[src/pscr_pkg.sv]
// Shared types and constants for the positioner serial command responder.
`default_nettype none
package pscr_pkg;

  localparam logic [7:0] CMD_STATUS   = 8'h8D;
  localparam logic [7:0] CMD_POS_X    = 8'h8E;
  localparam logic [7:0] CMD_POS_Y    = 8'h8F;
  localparam logic [7:0] CMD_POS_Z    = 8'h90;
  localparam logic [7:0] CMD_TGT_X    = 8'hCE;
  localparam logic [7:0] CMD_TGT_Y    = 8'hCF;
  localparam logic [7:0] CMD_TGT_Z    = 8'hD0;
  localparam logic [7:0] CMD_MOVE     = 8'h10;

  localparam logic [7:0] SUB_STATUS   = 8'd0;
  localparam logic [7:0] SUB_JOY_X    = 8'd1;
  localparam logic [7:0] SUB_JOY_Y    = 8'd2;
  localparam logic [7:0] SUB_REVISION = 8'd3;
  localparam logic [7:0] SUB_CHECKSUM = 8'd4;
  localparam logic [7:0] SUB_NEEDLE   = 8'd5;
  localparam logic [7:0] SUB_PEEK     = 8'd6;

  localparam logic [7:0] SUB_AXIS_POS = 8'd0;
  localparam logic [7:0] SUB_AXIS_TGT = 8'd1;

  localparam logic [7:0] SUB_MOVE_XYZ  = 8'd0;
  localparam logic [7:0] SUB_MOVE_STEP = 8'd2;
  localparam logic [7:0] SUB_MOVE_HOME = 8'd3;

  localparam logic [7:0] ARG_CLEAR    = 8'd1;

  localparam logic [1:0] KIND_XYZ     = 2'd0;
  localparam logic [1:0] KIND_HOME    = 2'd1;
  localparam logic [1:0] KIND_STEP    = 2'd2;

  localparam logic [7:0] STAT_MOVING    = 8'h01;
  localparam logic [7:0] STAT_READY     = 8'h42;
  localparam logic [7:0] STAT_HOME      = 8'h44;
  localparam logic [7:0] STAT_HIGH_INIT = 8'h80;
  localparam logic [7:0] CLR_MASK_LOW   = 8'h3F;
  localparam logic [7:0] CLR_MASK_HIGH  = 8'h7F;
  localparam logic [7:0] KEEP_MASK_HIGH = 8'hA0;

  localparam logic [2:0] REG_REVISION  = 3'd0;
  localparam logic [2:0] REG_CKSUM_LO  = 3'd1;
  localparam logic [2:0] REG_CKSUM_HI  = 3'd2;
  localparam logic [2:0] REG_HOLD      = 3'd3;
  localparam logic [2:0] REG_Z_STEP    = 3'd4;
  localparam logic [2:0] REG_Z_LIMIT   = 3'd5;

  typedef struct packed {
    logic [7:0]       status_low;
    logic [7:0]       status_high;
    logic [2:0][15:0] pos;
    logic [2:0][15:0] tgt;
    logic [1:0][15:0] joy;
    logic [4:0]       buttons;
    logic [3:0]       hold;
    logic             pending;
    logic [1:0]       kind;
    logic             armed;
  } state_t;

  localparam state_t STATE_RESET = '{
    status_low:  8'd0,
    status_high: 8'd0,
    pos:         '0,
    tgt:         '0,
    joy:         '0,
    buttons:     5'd0,
    hold:        4'd0,
    pending:     1'b0,
    kind:        KIND_XYZ,
    armed:       1'b1
  };

  typedef struct packed {
    logic [7:0]  revision_code;
    logic [7:0]  checksum_low;
    logic [7:0]  checksum_high;
    logic [3:0]  button_hold_ticks;
    logic [7:0]  z_step;
    logic [15:0] z_limit;
  } cfg_t;

  typedef struct packed {
    logic        op;
    logic [7:0]  cmd_code;
    logic [7:0]  cmd_sub;
    logic [7:0]  cmd_arg;
    logic        link_up;
    logic        unlock_pressed;
    logic [15:0] joystick_x;
    logic [15:0] joystick_y;
    logic [15:0] needle_value;
    logic        buttons_write;
    logic [4:0]  console_buttons;
  } item_t;

  typedef struct packed {
    logic [7:0] code;
    logic [7:0] low;
    logic [7:0] high;
    logic [7:0] check;
  } reply_t;

endpackage
`default_nettype wire

[src/pscr_step.sv]
// Next-state and reply logic for one frame or tick of the responder.
`default_nettype none
module pscr_step (
  input  wire pscr_pkg::state_t st,
  input  wire pscr_pkg::cfg_t   cfg,
  input  wire pscr_pkg::item_t  item,
  output pscr_pkg::state_t      st_nxt,
  output pscr_pkg::reply_t      rep
);

  always_comb begin
    pscr_pkg::state_t s;
    logic [7:0]  r_code;
    logic [7:0]  r_low;
    logic [7:0]  r_high;
    logic [16:0] zsum;
    s      = st;
    r_code = 8'd0;
    r_low  = 8'd0;
    r_high = 8'd0;
    zsum   = {1'b0, st.tgt[2]} + {9'd0, cfg.z_step};

    if (item.buttons_write) begin
      s.buttons = item.console_buttons;
      s.hold    = cfg.button_hold_ticks;
    end

    if (item.op) begin
      if (!item.link_up) begin
        s.armed = 1'b1;
      end else begin
        if (s.armed) begin
          s.status_low  = pscr_pkg::STAT_READY;
          s.status_high = pscr_pkg::STAT_HIGH_INIT;
          s.pos         = '0;
          s.buttons     = '0;
          s.hold        = '0;
          s.pending     = 1'b0;
          s.armed       = 1'b0;
        end
        if (s.hold == 4'd0) begin
          s.buttons = '0;
        end else begin
          s.hold = s.hold - 4'd1;
        end
        s.status_high = (s.status_high & pscr_pkg::KEEP_MASK_HIGH) | {3'd0, s.buttons};
        if (s.status_high[3]) begin
          s.joy[0] = item.joystick_x;
          s.joy[1] = item.joystick_y;
        end
        if (item.unlock_pressed) begin
          s.status_high[6] = 1'b1;
        end
        if (s.pending) begin
          case (s.kind)
            pscr_pkg::KIND_HOME: begin
              s.tgt = '0;
            end
            pscr_pkg::KIND_STEP: begin
              if (s.tgt[2] > cfg.z_limit) begin
                s.tgt[2] = cfg.z_limit;
              end else if (zsum[16]) begin
                s.tgt[2] = 16'hFFFF;
              end else begin
                s.tgt[2] = zsum[15:0];
              end
            end
            default: begin
            end
          endcase
          s.pos = s.tgt;
          if (s.tgt == '0) begin
            s.status_low = pscr_pkg::STAT_HOME;
          end else begin
            s.status_low = pscr_pkg::STAT_READY;
          end
          s.pending = 1'b0;
        end
      end
    end else if (!st.pending && item.link_up) begin
      case (item.cmd_code)
        pscr_pkg::CMD_STATUS: begin
          case (item.cmd_sub)
            pscr_pkg::SUB_STATUS: begin
              r_code = item.cmd_code;
              r_low  = st.status_low;
              r_high = st.status_high;
              if (item.cmd_arg == pscr_pkg::ARG_CLEAR) begin
                s.status_low  = st.status_low & pscr_pkg::CLR_MASK_LOW;
                s.status_high = st.status_high & pscr_pkg::CLR_MASK_HIGH;
              end
            end
            pscr_pkg::SUB_JOY_X: begin
              r_code = item.cmd_code;
              {r_high, r_low} = st.joy[0];
            end
            pscr_pkg::SUB_JOY_Y: begin
              r_code = item.cmd_code;
              {r_high, r_low} = st.joy[1];
            end
            pscr_pkg::SUB_REVISION: begin
              r_code = item.cmd_code;
              r_low  = cfg.revision_code;
            end
            pscr_pkg::SUB_CHECKSUM: begin
              r_code = item.cmd_code;
              r_low  = cfg.checksum_low;
              r_high = cfg.checksum_high;
            end
            pscr_pkg::SUB_NEEDLE: begin
              r_code = item.cmd_code;
              {r_high, r_low} = item.needle_value;
            end
            pscr_pkg::SUB_PEEK: begin
              r_code = item.cmd_code;
              r_low  = st.status_low;
              r_high = st.status_high;
            end
            default: begin
            end
          endcase
        end
        pscr_pkg::CMD_POS_X, pscr_pkg::CMD_POS_Y, pscr_pkg::CMD_POS_Z: begin
          if (item.cmd_sub == pscr_pkg::SUB_AXIS_POS) begin
            r_code = item.cmd_code;
            case (item.cmd_code)
              pscr_pkg::CMD_POS_X: {r_high, r_low} = st.pos[0];
              pscr_pkg::CMD_POS_Y: {r_high, r_low} = st.pos[1];
              default:             {r_high, r_low} = st.pos[2];
            endcase
          end else if (item.cmd_sub == pscr_pkg::SUB_AXIS_TGT) begin
            r_code = item.cmd_code;
            case (item.cmd_code)
              pscr_pkg::CMD_POS_X: {r_high, r_low} = st.tgt[0];
              pscr_pkg::CMD_POS_Y: {r_high, r_low} = st.tgt[1];
              default:             {r_high, r_low} = st.tgt[2];
            endcase
          end
        end
        pscr_pkg::CMD_TGT_X, pscr_pkg::CMD_TGT_Y, pscr_pkg::CMD_TGT_Z: begin
          r_code = item.cmd_code;
          r_low  = item.cmd_sub;
          r_high = item.cmd_arg;
          case (item.cmd_code)
            pscr_pkg::CMD_TGT_X: s.tgt[0] = {item.cmd_arg, item.cmd_sub};
            pscr_pkg::CMD_TGT_Y: s.tgt[1] = {item.cmd_arg, item.cmd_sub};
            default:             s.tgt[2] = {item.cmd_arg, item.cmd_sub};
          endcase
        end
        pscr_pkg::CMD_MOVE: begin
          if (item.cmd_sub == pscr_pkg::SUB_MOVE_XYZ ||
              item.cmd_sub == pscr_pkg::SUB_MOVE_HOME ||
              item.cmd_sub == pscr_pkg::SUB_MOVE_STEP) begin
            s.status_low = pscr_pkg::STAT_MOVING;
            s.pending    = 1'b1;
            case (item.cmd_sub)
              pscr_pkg::SUB_MOVE_HOME: s.kind = pscr_pkg::KIND_HOME;
              pscr_pkg::SUB_MOVE_STEP: s.kind = pscr_pkg::KIND_STEP;
              default:                 s.kind = pscr_pkg::KIND_XYZ;
            endcase
            r_code = pscr_pkg::CMD_MOVE;
            r_low  = pscr_pkg::STAT_MOVING;
            r_high = st.status_high;
          end
        end
        default: begin
        end
      endcase
    end

    st_nxt    = s;
    rep.code  = r_code;
    rep.low   = r_low;
    rep.high  = r_high;
    rep.check = r_code ^ r_low ^ r_high;
  end

endmodule
`default_nettype wire

[src/positioner_serial_command_responder_core.sv]
// Top level of the positioner serial command responder.
// Each request on the input channel is either a 3-byte command frame
// (in_op low) or a controller tick (in_op high), together with the
// sampled link, button, joystick and needle levels.
// A frame yields exactly one 4-byte reply on the output channel; a tick
// yields none and only updates the internal state.
// A request is held in an input register and processed from there: the
// state is updated and, for a frame, the reply is loaded into the output
// register, which offers it to the receiver.
// One request can be taken every cycle while the receiver keeps up.
// When the receiver stalls, a waiting reply holds the output register and
// a frame behind it waits in the input register, holding back every
// request after it; a tick in the input register never waits for the
// receiver.
// Configuration writes on the cfg_ port take effect at once; they are to be
// made only while the block is idle, which the block itself does not enforce.
// Synchronous reset empties both registers, loads the register defaults
// and arms a full positioner reset on the first connected tick.
`default_nettype none
module positioner_serial_command_responder_core (
  input  wire        clk,
  input  wire        rst_n,
  input  wire        in_valid,
  output logic       in_ready,
  input  wire        in_op,
  input  wire [7:0]  in_cmd_code,
  input  wire [7:0]  in_cmd_sub,
  input  wire [7:0]  in_cmd_arg,
  input  wire        in_link_up,
  input  wire        in_unlock_pressed,
  input  wire [15:0] in_joystick_x,
  input  wire [15:0] in_joystick_y,
  input  wire [15:0] in_needle_value,
  input  wire        in_buttons_write,
  input  wire [4:0]  in_console_buttons,
  output logic       out_valid,
  input  wire        out_ready,
  output logic [7:0] out_reply_code,
  output logic [7:0] out_reply_low,
  output logic [7:0] out_reply_high,
  output logic [7:0] out_reply_check,
  input  wire        cfg_we,
  input  wire [2:0]  cfg_index,
  input  wire [15:0] cfg_wdata
);

  pscr_pkg::state_t st_r;
  pscr_pkg::state_t st_nxt;
  pscr_pkg::cfg_t   cfg_r;
  pscr_pkg::item_t  item_r;
  pscr_pkg::reply_t rep_nxt;
  pscr_pkg::reply_t rep_r;
  logic             item_vld_r;
  logic             out_vld_r;
  logic             advance;
  logic             out_free;

  assign out_free = !out_vld_r || out_ready;
  assign advance  = item_vld_r && (item_r.op || out_free);
  assign in_ready = !item_vld_r || advance;

  pscr_step u_step (
    .st     (st_r),
    .cfg    (cfg_r),
    .item   (item_r),
    .st_nxt (st_nxt),
    .rep    (rep_nxt)
  );

  always_ff @(posedge clk) begin
    if (!rst_n) begin
      item_vld_r <= 1'b0;
    end else if (in_ready) begin
      item_vld_r <= in_valid;
    end
  end

  always_ff @(posedge clk) begin
    if (in_valid && in_ready) begin
      item_r.op              <= in_op;
      item_r.cmd_code        <= in_cmd_code;
      item_r.cmd_sub         <= in_cmd_sub;
      item_r.cmd_arg         <= in_cmd_arg;
      item_r.link_up         <= in_link_up;
      item_r.unlock_pressed  <= in_unlock_pressed;
      item_r.joystick_x      <= in_joystick_x;
      item_r.joystick_y      <= in_joystick_y;
      item_r.needle_value    <= in_needle_value;
      item_r.buttons_write   <= in_buttons_write;
      item_r.console_buttons <= in_console_buttons;
    end
  end

  always_ff @(posedge clk) begin
    if (!rst_n) begin
      st_r <= pscr_pkg::STATE_RESET;
    end else if (advance) begin
      st_r <= st_nxt;
    end
  end

  always_ff @(posedge clk) begin
    if (!rst_n) begin
      out_vld_r <= 1'b0;
    end else if (advance && !item_r.op) begin
      out_vld_r <= 1'b1;
    end else if (out_ready) begin
      out_vld_r <= 1'b0;
    end
  end

  always_ff @(posedge clk) begin
    if (advance && !item_r.op) begin
      rep_r <= rep_nxt;
    end
  end

  always_ff @(posedge clk) begin
    if (!rst_n) begin
      cfg_r.revision_code     <= 8'd1;
      cfg_r.checksum_low      <= 8'hAA;
      cfg_r.checksum_high     <= 8'hBB;
      cfg_r.button_hold_ticks <= 4'd10;
      cfg_r.z_step            <= 8'd10;
      cfg_r.z_limit           <= 16'd1300;
    end else if (cfg_we) begin
      case (cfg_index)
        pscr_pkg::REG_REVISION: cfg_r.revision_code     <= cfg_wdata[7:0];
        pscr_pkg::REG_CKSUM_LO: cfg_r.checksum_low      <= cfg_wdata[7:0];
        pscr_pkg::REG_CKSUM_HI: cfg_r.checksum_high     <= cfg_wdata[7:0];
        pscr_pkg::REG_HOLD:     cfg_r.button_hold_ticks <= cfg_wdata[3:0];
        pscr_pkg::REG_Z_STEP:   cfg_r.z_step            <= cfg_wdata[7:0];
        pscr_pkg::REG_Z_LIMIT:  cfg_r.z_limit           <= cfg_wdata;
        default: begin
        end
      endcase
    end
  end

  assign out_valid       = out_vld_r;
  assign out_reply_code  = rep_r.code;
  assign out_reply_low   = rep_r.low;
  assign out_reply_high  = rep_r.high;
  assign out_reply_check = rep_r.check;

endmodule
`default_nettype wire

[config.mk]
export PLATFORM = sky130hd
export DESIGN_NAME = positioner_serial_command_responder_core
export DESIGN_NICKNAME = d
export VERILOG_FILES = /design/src/pscr_pkg.sv /design/src/pscr_step.sv /design/src/positioner_serial_command_responder_core.sv
export SDC_FILE = /design/constraint.sdc
export NUM_CORES = 1
export LEC_CHECK = 0
export BUFFER_PORTS_ARGS = -buffer_cell sky130_fd_sc_hd__buf_4
export CAP_MARGIN = 20
export CORE_MARGIN = 2
export CORE_UTILIZATION = 64
export DETAILED_ROUTE_END_ITERATION = 8
export PLACE_DENSITY = 0.81
export SLEW_MARGIN = 40
export SYNTH_ARGS = -nofsm -noshare
export SYNTH_HDL_FRONTEND = slang
export SYNTH_SLANG_ARGS = --single-unit
[constraint.sdc]
create_clock -name clk -period 7.45 [get_ports clk]
set_input_delay 1.49 -clock clk [delete_from_list [all_inputs] [get_ports clk]]
set_output_delay 1.49 -clock clk [all_outputs]
set_load 0.005 [all_outputs]
==> impl_metrics.json, run 1 <==
{
  "outcome": "finished clean",
  "ir_drop_mv": 0.189,
  "syn2layout_area_growth_pct": 15.8,
  "antenna_found_initial": 0,
  "grt_max_degree": 104,
  "finalClockSkew_ns": 0.0118,
  "critical_path_class": "input port to register",
  "postCtsHoldBufs": 0,
  "cts_tree": "yes",
  "synth_top_family_by_area": "compound AO/OA/AOI/OAI gates",
  "tns_ns": 0,
  "yosys.area.top_type_share_pct": 27.8,
  "worstPathRequired_ns": 7.85,
  "async_reset_ff_share_pct": 0,
  "drt_pre_antenna_iters": 6,
  "post_cts_buffers": 0,
  "cts_resized": 0,
  "slew-limit-headroom_pct": 45.6,
  "grt_usage_pct": 36.1,
  "slew_violations": 0,
  "grt_pass1_wl_um": 67800,
  "ys_ff_latch": 319,
  "synth_area_leaders": "dfxtp_1 (28%), edfxtp_1 (23%), nand2_1 (7.1%)",
  "die_area_um2": 24500,
  "yosys.area.top_type": "dfxtp_1",
  "fin_crit_ns": 3.95,
  "rsz0062_at_grt": "no",
  "core_um2": 22700,
  "avgSynthCellArea_um2": 9.34,
  "synth_compound_area_share_pct": 19.9,
  "max_freq_mhz": 253,
  "ys_types": 76,
  "cts_num_sinks": 319,
  "p_per_area_nw_per_um2": 218,
  "top_usage_layer": "met2",
  "grt_use_met2_pct": 56.6,
  "hpwl_um": 31400,
  "synth_area_um2": 14900,
  "worst_pin_slew_ns": 0.816,
  "routed_wl_um": 44900,
  "via_per_inst": 6.51,
  "fin_nets": 1815,
  "synth_cells": 1591,
  "clockBufferDepth": 3,
  "yosys.area_share.simple_pct": 19.0,
  "num_vias": 13000,
  "clk_pin_slew_ns": 0.06,
  "power_leakage_nw": 6.28,
  "min_path_type": "register to register",
  "worstSetupEndpointType": "register",
  "regToRegStartpoint": "cfg_r[15]",
  "cts-root-buf": "clkbuf_16",
  "critPathLaunchType": "input port",
  "worstSkewPairLatency_ns": 0.51,
  "portBuffers": 138,
  "grt_pass1_vias": 12000,
  "start_util_pct": 65.4,
  "min_from": "cfg_r[48]",
  "ys_seq_area_share_pct": 50.6,
  "min_period_over_period_pct": 53.0,
  "arrival_ns": 4.34,
  "met3_usage_pct": 5.90,
  "synth_flop_cell": "dfxtp_1",
  "crit_start": "out_ready",
  "finish.utilization_pct": 75.8,
  "num-fill-cells": 1628,
  "place.gp.congestion": 0.971,
  "worst-path-max-fanout": 17,
  "die_w_um": 156,
  "drive_gt1_share_pct": 14.0,
  "grt_util_met1_pct": 50.1,
  "die_h_um": 156,
  "synthXorXnorAreaFrac_pct": 1.16,
  "synth_edf_count": 113,
  "synth_mux_area_share_pct": 3.70,
  "post_synth_fa_ha_maj_area_fraction_pct": 2.41,
  "ant_nets": 0,
  "grt_overflow": 0,
  "num_rows": 55,
  "h-tree-depth": 2,
  "ys_warn_count": 0,
  "multiInputGateArea_um2": 6940,
  "wl_per_cell_um": 22.6,
  "ioPinCount": 139,
  "syn_nets": 1724,
  "drt_iter0_drc": 1499,
  "drc_errors": 0,
  "hold_viol": 0,
  "drv_cap": 0,
  "seqCellArea_um2": 7520,
  "cts_inserted_buffers": 34,
  "antenna_cells": 0,
  "finalSetupViolCount": 0
}
## metrics by stage
stage | setup slack (ns) | instances | cell area [um2] | hold slack [ns] | total power [mW]
floorplan | 3.24 | 1591 | 14900 | 0.431 | 1.99
global placement | 2.89 | 1930 | 16000 | 0.438 | 2.08
finish | 3.50 | 1992 | 17200 | 0.454 | 3.75
detailed placement | 3.11 | 1931 | 16100 | 0.447 | 2.09
global route | 3.24 | 1992 | 17200 | 0.480 | 3.84
CTS | 3.59 | 1992 | 17200 | 0.454 | 3.75
## critical path, stage by stage
cell     delay, ns
buf_4         0.08
nor2b_1       0.04
nor2b_1       0.15
nor2b_1       0.44
nand3_1       0.41
a21oi_2       0.72
nand2_1       0.57
a22oi_1       0.37
nor2b_1       0.07
## power breakdown
group | switching, mW | total [mW] | internal [mW]
Clock | 0.678 | 1.70 | 1.02
Sequential | 0.0261 | 1.87 | 1.84
Combinational | 0.110 | 0.189 | 0.0790
Total | 0.814 | 3.75 | 2.94
## routing by layer
| metal | vias to the layer above | routed length, um | part of all wire, % |
|---|---|---|---|
| met4 | 0 | 1940 | 4.3 |
| met5 | - | 0 | 0 |
| met2 | 744 | 20500 | 46 |
| li1 | 5950 | - | - |
| met3 | 112 | 4350 | 9.7 |
| met1 | 6161 | 18100 | 40 |
## flip-flops by register name (all words and copies together) (netlist names)
signal	count
st_r	152
item_r	81
cfg_r	52
out_reply_check	8
out_reply_code	8
out_reply_high	8
out_reply_low	8
item_vld_r	1
out_valid	1
## area by class of cell
class,instances,area share [%]
repair buffers,154,6.88
flip-flops and latches,319,43.7
clock buffers,53,5.96
well taps,285,2.07
multi-input cells,1148,40.3
inverters,25,0.560
clock inverters,8,0.531
## cell families after synthesis
family,Yosys count
adder cells (fa/ha/maj),28
other,1
XOR/XNOR,18
buffers and inverters,124
AND/OR/NAND/NOR,603
AO/OA/AOI/OAI,444
flip-flops,319
multiplexers,54
## synthesized netlist by cell type, types with 4 or more instances
master    count
and3_1        9
mux2i_1      46
clkbuf_1     90
nor4_1       13
nor3_1       18
a21o_1        7
buf_2         5
o21ai_0      53
inv_1        24
a211oi_1     19
edfxtp_1    113
a31oi_1      13
nor2_1       83
nand2b_1     10
mux2_2        8
o22ai_1       4
or2_2         6
nand2_1     280
a21oi_1     124
a22o_1        7
nor2b_1      81
xor2_1        6
a21boi_0     59
nand4_1       9
a211o_1       4
nand3_1      61
o211ai_1     18
o211a_1       4
a22oi_1      84
xnor2_1      11
and2_1        8
dfxtp_1     206
or4_1         5
ha_1         27
a221oi_1     10
## worst paths after layout
kind / endpoint / slack (ns) / cells past startpoint
setup / recovery: st_r[66] / 3.50 / 9
hold / removal: cfg_r[48] / 0.45 / 2
setup reg to reg: st_r[150] / 3.50 / 11
hold reg to reg: cfg_r[48] / 0.45 / 2
## cell usage in the layout (no fill, tap or decap), types with 24 or more instances in the layout
master     instances
a22oi_1           84
clkbuf_16         37
edfxtp_1         113
a21oi_1          120
inv_1             24
ha_1              27
o21ai_0           53
nand3_1           61
mux2i_1           46
nor2_1            78
dfxtp_1          206
nor2b_1           80
nand2_1          280
buf_4            151
a21boi_0          59
Power figures use the tool's default switching activity.
==> inputs of run 2 (changes only) <==
Settings changed: CORE_UTILIZATION 64 to 54, PLACE_DENSITY 0.81 to 0.73.
Clock period 7.45 ns to 3.28 ns, I/O delays scaled along.
==> run 2 against run 1 <==
Effect of this change: wire length grew 5.9%; largest power group unchanged; clock power up 120%; register-to-register slack worse by 3.4 ns; die area grew 18%; global-route usage shrank 3.1 points.
==> impl_metrics.json, run 2 (synthesis gave the netlist of run 1 again) <==
{
  "largest_reg_flops": 152,
  "cts-root-buf": "clkbuf_16",
  "worst-path-max-fanout": 6,
  "place_area_um2": 16700,
  "cts_inserted_buffers": 35,
  "num_vias": 13000,
  "p_per_area_nw_per_um2": 471,
  "drive_gt1_share_pct": 18.0,
  "path_cells": "inv_1 > ha_1 > a21oi_1 > nor3_1 > or4_4 > o31ai_2 > buf_4 > o211ai_1 > a221o_1 > nor4_4 > nand3_1 > o211a_1",
  "min_path_type": "input port to register",
  "ant_nets": 0,
  "ioPinCount": 139,
  "cts_tree": "yes",
  "num_rows": 60,
  "arrival_ns": 3.63,
  "fin_crit_ns": 3.21,
  "fin_ws_ns": 0.0716,
  "grt_max_degree": 71,
  "layout.cells.most_common_list": "nand2_1 (279), buf_4 (218), dfxtp_1 (206)",
  "drt_iter0_drc": 1388,
  "die_w_um": 170,
  "rsz0062_at_grt": "yes",
  "ir_drop_mv": 0.409,
  "core_um2": 27000,
  "grt_overflow": 0,
  "regMostFlops": "st_r",
  "critPathLaunchType": "register",
  "clk_pin_slew_ns": 0.06,
  "wl_per_cell_um": 22.4,
  "crit_path_top_delay_cell": "or4_4",
  "grt_pass1_wl_um": 72500,
  "finalSetupViolCount": 0,
  "portBuffers": 138,
  "drc_errors": 0,
  "clockBufferDepth": 3,
  "worst_pin_slew_ns": 0.743,
  "syn2layout_area_growth_pct": 20.9,
  "min_period_over_period_pct": 97.8,
  "h-tree-depth": 2,
  "holdWs_ns": 0.295,
  "worstSkewPairLatency_ns": 0.53,
  "routed_wl_um": 47600,
  "grt_usage_pct": 33.0,
  "slew-limit-headroom_pct": 49.8,
  "slew_violations": 0,
  "fin_nets": 1890,
  "finalClockSkew_ns": 0.0169,
  "outcome": "finished clean",
  "max_freq_mhz": 312,
  "worstSetupEndpointType": "register",
  "postCtsHoldBufs": 0,
  "grt_pass1_vias": 12600,
  "fin_area_um2": 18000,
  "hpwl_um": 34900,
  "layout_commonest_cell": "nand2_1",
  "worstPathRequired_ns": 3.70,
  "via_per_inst": 6.13,
  "tns_ns": 0,
  "die_h_um": 170,
  "cts_num_sinks": 319,
  "power_leakage_nw": 6.67,
  "start_util_pct": 55.1,
  "drv_cap": 0,
  "largestRegisters": "st_r: 152 flops, item_r: 81 flops, cfg_r: 52 flops",
  "hold_viol": 0,
  "drt_pre_antenna_iters": 5,
  "place.gp.congestion": 1.03,
  "dpl_worst_slack_ns": -0.0356,
  "die_area_um2": 28900,
  "finish.utilization_pct": 66.6,
  "max_stage_delay_ns": 0.51,
  "antenna_cells": 0,
  "antenna_found_initial": 0,
  "critical_path_class": "register to register"
}
-- run 2: changes by cell type in the layout (fill, tap and decap cells not counted), moves of 3 or more --
cell / before / now
a2111oi_0: 3 / 0
buf_12: 0 / 7
ha_4: 0 / 3
buf_4: 151 / 218
ha_1: 27 / 24
clkinv_2: 3 / 6
-- run 2: what timing repair did --
action	4_1_cts	5_1_grt
pin swaps	1	3
cloned	1	0
buffers inserted	0	2
endpoints found under the setup margin	1	16
resized for setup	1	23
-- run 2: worst max-delay path, delay by kind of cell (launching register included) --
kind / cells / cell delay, ns
AOI/OAI and AO/OA: 5 / 1.19
adders and majority gates: 1 / 0.29
DFF: 1 / 0.33
and+or+nand+nor: 4 / 0.99
buffers and inverters: 2 / 0.30
-- run 2: where the power goes --
group          switching, mW  leakage [nW]  internal, mW
logic                  0.262          3.33         0.195
clock network           1.60         0.535          2.15
registers             0.0567          2.81          4.18
-- run 2: worst paths after layout --
path,end,slack [ns],from,cells past startpoint
worst min-delay path,item_r[37],0.29,in_joystick_y[15],1
worst max-delay path,st_r[150],0.07,cfg_r[9],12
worst min register to register,st_r[105],0.45,st_r[105],2
worst max register to register,st_r[150],0.07,cfg_r[9],12
-- run 2: final cells by class --
| cell class | instances | area [um2] |
|---|---|---|
| Fill cell | 2191 | 8990 |
| Sequential cell | 319 | 7520 |
| Multi-Input combinational cell | 1149 | 7040 |
| Timing Repair Buffer | 227 | 1800 |
| Clock buffer | 50 | 962 |
| Tap cell | 341 | 427 |
| Clock inverter | 14 | 124 |
| Inverter | 25 | 93.8 |
-- run 2: routing by layer --
layer / up-vias / share of wire (%) / global-route usage [%]
li1: 6109 / - / -
met1: 6203 / 42 / 46.6
met2: 610 / 45 / 50.0
met3: 110 / 8.5 / 5.91
met4: 0 / 4.2 / 14.3
met5: - / 0 / 0
-- run 2: metrics by stage --
step / total power, mW / instances
detailed placement: 4.77 / 2058
global route: 8.70 / 2125
global placement: 4.76 / 2058
CTS: 8.47 / 2123
floorplan: 4.52 / 1591
finish: 8.45 / 2125
==> inputs of run 3 (changes only) <==
Settings changed: PLACE_DENSITY 0.73 to 0.74.
==> run 3 against run 2 <==
Effect of this change: maximum frequency shrank 0.54%; combinational power about the same; sequential share of layout area fell by 0.34 points; power grew 1.5%; register-to-register slack got worse by 0.02 ns; via count rose by 0.27%; die area stayed put; critical path depth shrank 2; final cell count up 0.47%; setup slack worse by 0.017 ns.
==> impl_metrics.json, run 3 (synthesis gave the netlist of run 1 again) <==
{
  "finalSetupViolCount": 0,
  "slew-limit-headroom_pct": 48.3,
  "max_freq_mhz": 310,
  "top_usage_layer": "met2",
  "critical_path_class": "register to register",
  "regMostFlops": "st_r",
  "grt_max_degree": 67,
  "die_h_um": 170,
  "wl_per_cell_um": 22.0,
  "min_period_over_period_pct": 98.3,
  "p_per_area_nw_per_um2": 474,
  "clk_pin_slew_ns": 0.06,
  "path_cells": "or4_1 > or3_1 > buf_4 > nor2_1 > nand2_1 > a221oi_1 > a211oi_2 > xnor2_1 > xnor2_1 > nor2_1",
  "hold_viol": 0,
  "h-tree-depth": 2,
  "place_area_um2": 16800,
  "seqCellArea_um2": 7520,
  "fin_area_um2": 18100,
  "routed_wl_um": 46900,
  "fin_crit_ns": 3.23,
  "worst-path-max-fanout": 7,
  "syn2layout_area_growth_pct": 21.9,
  "cts_tree": "yes",
  "core_um2": 27000,
  "power.net_switching_mw": 1.89,
  "max_stage_delay_ns": 0.62,
  "ioPinCount": 139,
  "postCtsHoldBufs": 0,
  "num-fill-cells": 2144,
  "power_leakage_nw": 6.75,
  "crit_path_top_delay_cell": "or4_1",
  "num_rows": 60,
  "critPathLaunchType": "register",
  "layout_commonest_cell": "nand2_1",
  "fin_ws_ns": 0.0542,
  "met3_usage_pct": 6.12,
  "cts_inserted_buffers": 34,
  "antenna_found_initial": 1,
  "critPathTopFamily": "simple AND/OR/NAND/NOR gates",
  "worstSetupEndpointType": "register",
  "hpwl_um": 34200,
  "p_int_mw": 6.69,
  "die_w_um": 170,
  "grt_use_met2_pct": 49.7,
  "drt_pre_antenna_iters": 6,
  "fin_nets": 1899,
  "cts_num_sinks": 319,
  "drv_cap": 0,
  "rsz0062_at_grt": "yes",
  "via_per_inst": 6.12,
  "worstPathRequired_ns": 3.55,
  "slew_violations": 0,
  "largest_reg_flops": 152,
  "swShare_pct": 22.1,
  "drt_iter0_drc": 1476,
  "place.gp.congestion": 1.00,
  "worstHoldPathCells": 1,
  "worstSkewPairLatency_ns": 0.52,
  "start_util_pct": 55.1,
  "grt_overflow": 0,
  "worstPathBufferInverterCount": 1,
  "largestRegisters": "st_r: 152 flops, item_r: 81 flops, cfg_r: 52 flops",
  "ant_nets": 0,
  "finalClockSkew_ns": 0.0136,
  "clockPowerShare_pct": 45.3,
  "dpl_worst_slack_ns": -0.234,
  "min_path_type": "input port to register",
  "cts-root-buf": "clkbuf_16",
  "layout.cells.most_common_list": "nand2_1 (280), buf_4 (231), dfxtp_1 (202)",
  "drive_gt1_share_pct": 19.2,
  "grt_pass1_vias": 12500,
  "ir_drop_mv": 0.502,
  "rr_worst_depth": 10,
  "drc_errors": 0,
  "outcome": "finished clean",
  "cp.depth": 10,
  "grt_usage_pct": 32.3,
  "num_vias": 13100,
  "die_area_um2": 28900,
  "multiInputGateArea_um2": 7100,
  "arrival_ns": 3.50,
  "worst_pin_slew_ns": 0.776,
  "clockBufferDepth": 3,
  "grt_util_met1_pct": 44.5,
  "portBuffers": 138,
  "grt_pass1_wl_um": 71300,
  "seqPwrFrac_pct": 49.4,
  "combinationalPowerShare_pct": 5.4
}
-- run 3: cell types whose count changed in the layout (fill, tap and decap cells not counted), moves of 3 or more --
cell | before | now
buf_4 | 218 | 231
bufinv_16 | 1 | 4
clkbuf_1 | 12 | 8
dfxtp_1 | 206 | 202
dfxtp_2 | 0 | 4
diode_2 | 0 | 3
-- run 3: path summary, 6_finish.rpt --
kind                                         from            endpoint  slack (ns)
worst max-delay path                   item_r[69]  out_reply_check[3]        0.05
worst min-delay path            in_joystick_y[15]          item_r[37]        0.31
worst max register to register         item_r[69]  out_reply_check[3]        0.05
worst min register to register          cfg_r[13]           cfg_r[13]        0.46
-- run 3: power by group through the flow --
stage                     sequential (mW)  combinational (mW)  clock, mW
after CTS                            4.24               0.450       3.90
after global routing                 4.24               0.493       4.07
final                                4.24               0.460       3.89
after floorplan                      4.30               0.225          0
after global placement               4.32               0.440          0
after detailed placement             4.32               0.448          0
-- run 3: final cells by class --
class                   count  area share (%)
multi-input cells        1149            39.2
flip-flops and latches    319            41.5
inverters                  25           0.518
diodes                      3          0.0414
well taps                 341            2.35
clock buffers              45            5.09
repair buffers            237            10.2
clock inverters            16            1.09
-- run 3: stage by stage --
stage / utilization (%) / setup TNS, ns / total power [mW] / instances / hold slack [ns]
final: 67.2 / 0 / 8.58 / 2135 / 0.307
after global routing: 67.2 / -0.00560 / 8.80 / 2132 / 0.294
after CTS: 66.6 / 0 / 8.59 / 2128 / 0.297
after detailed placement: 62.2 / -0.622 / 4.77 / 2067 / 0.445
after global placement: 62.1 / -1.55 / 4.76 / 2066 / 0.440
after floorplan: - / 0 / 4.52 / 1591 / 0.431
-- run 3: repair_timing --
action,in CTS,in global routing
cloned,0,1
pin swaps,5,10
setup buffers,0,3
gates resized for setup,12,23
endpoints found under the setup margin,6,13
-- run 3: per-layer routing --
layer | wire length, um | part of all wire [%] | vias up
met5 | 0 | 0 | -
met2 | 21100 | 45 | 584
met4 | 2020 | 4.3 | 0
li1 | - | - | 6132
met1 | 20000 | 43 | 6231
met3 | 3810 | 8.1 | 120
